## src/rtl/assert_macros.svh

```systemverilog
// Assertion macros for the RTL files; only the top level includes them.
// Needs a clock and an active-low reset named by the caller.
`ifndef ASSERT_MACROS_SVH
`define ASSERT_MACROS_SVH
`ifndef NO_ASSERTIONS
`define ASSERT_PROP(label, clk, rst_n, prop, msg) \
  label: assert property (@(posedge clk) disable iff (!rst_n) prop) else $error(msg);
`define ASSERT_NEVER(label, clk, rst_n, expr, msg) \
  label: assert property (@(posedge clk) disable iff (!rst_n) !(expr)) else $error(msg);
`else
`define ASSERT_PROP(label, clk, rst_n, prop, msg)
`define ASSERT_NEVER(label, clk, rst_n, expr, msg)
`endif
`endif

```

## src/rtl/tsu_pkg.sv

```systemverilog
// Types, codes and constants of the TIFF scanline sample unpacker.
// No dependencies.
`default_nettype none
package tsu_pkg;

  localparam int unsigned MaxRowPixels   = 4096;
  localparam int unsigned PaletteEntries = 256;
  localparam int unsigned ByteBits       = 8;
  localparam int unsigned RgbaChannels   = 4;
  localparam int unsigned QueueDepth     = 2;
  localparam int unsigned ChanW          = $clog2(RgbaChannels);

  typedef enum logic [1:0] {
    REG_SAMPLE_BITS,
    REG_PIXEL_MODE,
    REG_HAS_ALPHA,
    REG_ROW_PIXELS
  } reg_e;

  typedef enum logic [1:0] {
    MODE_MIN_BLACK,
    MODE_MIN_WHITE,
    MODE_PALETTE,
    MODE_RGB
  } mode_e;

  typedef enum logic [1:0] {
    W1,
    W2,
    W4,
    W8
  } width_e;

  typedef enum logic {
    OP_DATA,
    OP_PAL_WR
  } op_e;

  typedef struct packed {
    width_e wsel;
    mode_e  mode;
    logic   alpha;
  } cfg_t;

  typedef struct packed {
    op_e         op;
    logic [7:0]  data_byte;
    logic [7:0]  pal_index;
    logic [15:0] pal_red;
    logic [15:0] pal_green;
    logic [15:0] pal_blue;
  } item_t;

  typedef struct packed {
    logic  valid;
    item_t item;
  } qhead_t;

  typedef struct packed {
    logic busy;
  } bstat_t;

  function automatic width_e width_sel(input logic [3:0] sb);
    case (sb)
      4'd1:    return W1;
      4'd2:    return W2;
      4'd4:    return W4;
      default: return W8;
    endcase
  endfunction

endpackage
`default_nettype wire

```

## src/rtl/tsu_if.sv

```systemverilog
// Channel interfaces of the unpacker: input items, result items, config writes.
// No dependencies.
`default_nettype none
interface tsu_in_if;
  logic        valid;
  logic        ready;
  logic        func;
  logic [7:0]  data_byte;
  logic [7:0]  pal_index;
  logic [15:0] pal_red;
  logic [15:0] pal_green;
  logic [15:0] pal_blue;
  modport source(output valid, func, data_byte, pal_index, pal_red, pal_green, pal_blue,
                 input ready);
  modport sink(input valid, func, data_byte, pal_index, pal_red, pal_green, pal_blue,
               output ready);
endinterface

`default_nettype wire

```

## src/rtl/tsu_front.sv

```systemverilog
// Front end: accepts input items, classifies them and queues them for the back end.
// Depends on tsu_pkg and tsu_if.
`default_nettype none
module tsu_front #(
  parameter int unsigned PALETTE_ENTRIES = tsu_pkg::PaletteEntries
) (
  input  logic            clk_i,
  input  logic            rst_ni,
  tsu_in_if.sink          in_if,
  input  logic            pop_i,
  output tsu_pkg::qhead_t head_o
);
  import tsu_pkg::*;

  localparam int unsigned PtrW = (QueueDepth > 1) ? $clog2(QueueDepth) : 1;
  localparam int unsigned CntW = $clog2(QueueDepth + 1);

  item_t           mem_q [QueueDepth];
  logic [PtrW-1:0] wr_ptr_q, rd_ptr_q;
  logic [CntW-1:0] cnt_q;
  logic            keep, push, pop;
  item_t           item;

  always_comb begin
    item.op        = in_if.func ? OP_PAL_WR : OP_DATA;
    item.data_byte = in_if.data_byte;
    item.pal_index = in_if.pal_index;
    item.pal_red   = in_if.pal_red;
    item.pal_green = in_if.pal_green;
    item.pal_blue  = in_if.pal_blue;
  end

  // drop palette writes beyond the store
  assign keep        = !in_if.func || (32'(in_if.pal_index) < PALETTE_ENTRIES);
  assign in_if.ready = cnt_q != CntW'(QueueDepth);
  assign push        = in_if.valid && in_if.ready && keep;
  assign pop         = pop_i && (cnt_q != '0);

  assign head_o.valid = cnt_q != '0;
  assign head_o.item  = mem_q[rd_ptr_q];

  always_ff @(posedge clk_i or negedge rst_ni) begin
    if (!rst_ni) begin
      wr_ptr_q <= '0;
      rd_ptr_q <= '0;
      cnt_q    <= '0;
    end else begin
      if (push) begin
        wr_ptr_q <= (wr_ptr_q == PtrW'(QueueDepth - 1)) ? '0 : wr_ptr_q + PtrW'(1);
      end
      if (pop) begin
        rd_ptr_q <= (rd_ptr_q == PtrW'(QueueDepth - 1)) ? '0 : rd_ptr_q + PtrW'(1);
      end
      if (push && !pop) begin
        cnt_q <= cnt_q + CntW'(1);
      end else if (pop && !push) begin
        cnt_q <= cnt_q - CntW'(1);
      end
    end
  end

  always_ff @(posedge clk_i) begin
    if (push) begin
      mem_q[wr_ptr_q] <= item;
    end
  end

endmodule
`default_nettype wire

```

## src/flat_wrapper.sv

```systemverilog
// flat-port wrapper written by rule: the top's interface ports become plain ports
module tsu_front_flat import tsu_pkg::*;
#(
  parameter int unsigned PALETTE_ENTRIES = tsu_pkg::PaletteEntries
)
  (clk_i, rst_ni, pop_i, head_o, in_if_valid, in_if_func, in_if_data_byte, in_if_pal_index, in_if_pal_red, in_if_pal_green, in_if_pal_blue, in_if_ready);
  tsu_in_if in_if_i ();
  input  logic clk_i;
  input  logic rst_ni;
  input  logic pop_i;
  output tsu_pkg::qhead_t head_o;
  input wire logic [$bits(in_if_i.valid)-1:0] in_if_valid;
  input wire logic [$bits(in_if_i.func)-1:0] in_if_func;
  input wire logic [$bits(in_if_i.data_byte)-1:0] in_if_data_byte;
  input wire logic [$bits(in_if_i.pal_index)-1:0] in_if_pal_index;
  input wire logic [$bits(in_if_i.pal_red)-1:0] in_if_pal_red;
  input wire logic [$bits(in_if_i.pal_green)-1:0] in_if_pal_green;
  input wire logic [$bits(in_if_i.pal_blue)-1:0] in_if_pal_blue;
  output wire logic [$bits(in_if_i.ready)-1:0] in_if_ready;
  assign in_if_i.valid = in_if_valid;
  assign in_if_i.func = in_if_func;
  assign in_if_i.data_byte = in_if_data_byte;
  assign in_if_i.pal_index = in_if_pal_index;
  assign in_if_i.pal_red = in_if_pal_red;
  assign in_if_i.pal_green = in_if_pal_green;
  assign in_if_i.pal_blue = in_if_pal_blue;
  assign in_if_ready = in_if_i.ready;
  tsu_front #(.PALETTE_ENTRIES(PALETTE_ENTRIES)) u_core (.clk_i(clk_i), .rst_ni(rst_ni), .in_if(in_if_i), .pop_i(pop_i), .head_o(head_o));
endmodule
```

## config.mk

```make
export PLATFORM = sky130hd
export DESIGN_NAME = tsu_front_flat
export DESIGN_NICKNAME = d
export VERILOG_FILES = /design/src/rtl/assert_macros.svh /design/src/rtl/tsu_pkg.sv /design/src/rtl/tsu_if.sv /design/src/rtl/tsu_front.sv /design/src/flat_wrapper.sv
export SDC_FILE = /design/constraint.sdc
export NUM_CORES = 1
export LEC_CHECK = 0
export BUFFER_PORTS_ARGS = -buffer_cell sky130_fd_sc_hd__buf_2
export CAP_MARGIN = 10
export CORE_ASPECT_RATIO = 0.7
export CORE_MARGIN = 3
export CORE_UTILIZATION = 35
export CTS_CLUSTER_SIZE = 10
export DETAILED_ROUTE_END_ITERATION = 16
export MAX_ROUTING_LAYER = met4
export PLACE_DENSITY = 0.65
export SLEW_MARGIN = 10
export SYNTH_ARGS = -nofsm -noshare
export SYNTH_HDL_FRONTEND = slang
export SYNTH_SLANG_ARGS = --single-unit
```

## constraint.sdc

```tcl
create_clock -name clk_i -period 3.4 [get_ports clk_i]
set_input_delay 0.34 -clock clk_i [delete_from_list [all_inputs] [get_ports clk_i]]
set_output_delay 0.34 -clock clk_i [all_outputs]
set_load 0.03 [all_outputs]
```

==> impl_metrics.csv <==
group,metric,value,unit
synth,yosys_warnings,0,
clock_network,clkSlewWorstSetupHoldPaths,60,ps
grt,grt_max_degree,36,
detailed_routing,wire_per_inst,15.88,um
critical_path,crit_fanout,34,
critical_path,regToRegSetupSlack,1410,ps
detailed_routing,vias,2531,
floorplanning,num_io_pins,136,
floorplanning,core-area,14010,sq um
synth,syn_nets,290,
placement,port_buffers,135,
synth,synth_area,5046,sq um
final_layout,nFillCells,1209,
final_layout,stdcell_area,6599,sq um
run_status,status,"completed",
critical_path,start_kind,"flip-flop",
sta,fin_crit,2443,ps
sta,final_hold_viol_count,0,
grt,grt_pass1_wl,14120,um
sta,timing.final.crit_share,71.84,%
detailed_routing,wl,9132,um
critical_path,crit_type,"flip-flop to primary output",
synth,ys_seq_area_share,79.35,%
placement,gp_congestion,0.6461,
floorplanning,initial_utilization,36.02,%
sta,grt_setup_unrepaired,"false",
clock_network,clk_path_buf_depth,2,
sta,setup_viol,0,
final_layout,multiInputGateArea,980.9,sq um
synth,syn_area_per_cell,22.94,sq um
grt,grt_pass1_vias,2739,
synth,synth.largest_area_cell,"edfxtp_1",
clock_network,cts_tree,"built",
pwr,p_leak,0.002596,uW
pwr,pwr_density_cell,992.4,nW/um^2
final_layout,drive_above_1_share,62.34,%
clock_network,cts_root_buf,"clkbuf_16",
final_layout,num-nets-final,442,
synth,syn-instance-count,220,
grt,grt_antenna_before_repair,0,
job,maxCapViolCount,0,
synth,synth.top_cells.by_area,"edfxtp_1 (77%), mux2_4 (12%), mux2_2 (5.6%)",
synth,synth_top_area_share,77.36,%
clock_network,clock_latency,410,ps
detailed_routing,drtPass1Iterations,4,
grt,grt_util_all_layers,12.36,%
sta,fin_skew,9.253,ps
sta,timing.hold.ws,116.7,ps
clock_network,cts_buffers,17,
floorplanning,dieArea,15920,sq um
clock_network,cts.sinks,134,
sta,fin_setup_tns,0,ps
sta,slew_headroom,46.29,%
sta,drv_slew,0,
sta,max_clock_freq,0.4094,GHz
critical_path,arrival,2100,ps
detailed_routing,vias_per_cell,4.402,
critical_path,crit_required,3060,ps
critical_path,crit_path_end_kind,"primary output",
floorplanning,die_h,106.5,um
final_layout,area_growth,30.77,%
final_layout,diodes,0,
placement,dpl_cell_area,5961,sq um
floorplanning,rows,36,
detailed_routing,drc,0,
synth,synth.distinct_cells,15,
sta,worst_slew_pin_slew,805.7,ps
detailed_routing,drtIter0Drc,85,
placement,dp_hpwl,5976,um
grt,globalRouteOverflowTotal,0,
pwr,ir_drop,0.5274,mV
clock_network,h-tree-depth,4,
final_layout,seq_area,4008,sq um
floorplanning,die_w,149.5,um
min_path,worstHoldPathType,"input port to flip-flop",
detailed_routing,ant_nets,0,
synth,ys_ff_latch,134,
==> power by group <==
part           internal (uW)  switching [uW]  leakage (uW)
combinational            855            1320       0.00104
clock                   1230             681      0.000304
sequential              2260             195       0.00125
==> cell usage in the layout, fill, tap and decap left out <==
cell type | Yosys | final
buf_4 | 0 | 2
ha_1 | 1 | 1
and3_2 | 0 | 1
buf_12 | 0 | 2
buf_2 | 2 | 135
dfrtp_1 | 4 | 3
bufinv_16 | 0 | 4
nand2_1 | 2 | 2
nor2_1 | 2 | 1
dfrtp_4 | 0 | 1
clkinvlp_4 | 0 | 2
dlygate4sd3_1 | 0 | 1
mux2_4 | 40 | 40
mux2_2 | 25 | 25
inv_6 | 0 | 3
clkinv_2 | 0 | 3
nor2_4 | 0 | 1
xnor2_1 | 3 | 3
inv_1 | 1 | 1
clkinv_4 | 0 | 3
nand2b_1 | 1 | 1
clkbuf_16 | 0 | 17
xor2_1 | 2 | 2
edfxtp_1 | 130 | 130
or2_2 | 1 | 1
==> Yosys cell counts <==
library cell  instances
mux2_2               25
edfxtp_1            130
xor2_1                2
buf_2                 2
mux2_4               40
nand2_1               2
ha_1                  1
nor2_1                2
nand2b_1              1
dfrtp_1               4
and3_1                1
buf_6                 5
inv_1                 1
or2_2                 1
xnor2_1               3
==> path summary, 6_finish.rpt <==
kind	from	end	depth (start not counted)
worst min-delay path	in_if_pal_red[1]	u_core.mem_q[1][33]$_DFFE_PP_	1
worst max register to register	u_core.cnt_q[0]$_DFFE_PN0P_	u_core.mem_q[1][17]$_DFFE_PP_	3
min in group asynchronous	rst_ni	u_core.cnt_q[1]$_DFFE_PN0P_	2
worst max-delay path	u_core.rd_ptr_q$_DFFE_PN0P_	head_o[54]	3
worst min register to register	u_core.cnt_q[1]$_DFFE_PN0P_	u_core.cnt_q[1]$_DFFE_PN0P_	1
max in group asynchronous	rst_ni	u_core.rd_ptr_q$_DFFE_PN0P_	2
==> final cells by class <==
class                   count  share of cell area (%)
repair buffers            140                   11.22
clock inverters            15                   3.072
inverters                   1                 0.05688
flip-flops and latches    134                   60.73
clock buffers              17                   6.447
well taps                 190                   3.603
multi-input cells          78                   14.87
==> worst max-delay path: stages, from the launching register on <==
cell and delay (ps):
dfrtp_4 810, buf_12 320, mux2_2 370, buf_2 180
==> routing by layer <==
metal / vias up / wire, um / global-route usage [%]
met4: 0 / 63 / 3.723
met3: 6 / 745 / 5.922
met2: 100 / 4382 / 18.81
li1: 1175 / - / -
met5: - / 0 / -
met1: 1250 / 3940 / 14.71
==> registers in the layout, indices dropped and copies added (netlist names) <==
| register | flops |
|---|---|
| u_core.mem_q | 130 |
| u_core.wr_ptr_q | 1 |
| u_core.rd_ptr_q | 1 |
| u_core.cnt_q | 2 |
==> kinds of logic (layout without fill, tap and decap cells) <==
kind of cell	after synthesis	count (layout)	share of synthesized area (%)
fa+ha+maj	1	1	0.2479
mux	65	65	17.48
flops	134	134	79.35
xor+xnor	5	5	0.8680
buf+inv	8	173	1.388
simple gates	7	7	0.6698
==> through the flow <==
stage | worst slack, ps | total power (uW) | cells | util [%]
2_1_floorplan | 387.5 | 4160 | 220 | -
3_3_place_gp | 1363 | 4685 | 542 | 42.55
3_5_place_dp | 1337 | 4709 | 542 | 42.55
4_1_cts | 887.5 | 6655 | 575 | 47.11
5_1_grt | 832.1 | 6860 | 575 | 47.11
6_report | 957.5 | 6549 | 575 | 47.11
==> what timing repair did <==
action	CTS	global route
buffers inserted	0	0
hold buffers	1	0
gates resized for setup	0	0
endpoints found under the hold margin	4	0
No activity file was read; power rests on OpenSTA's default activity.
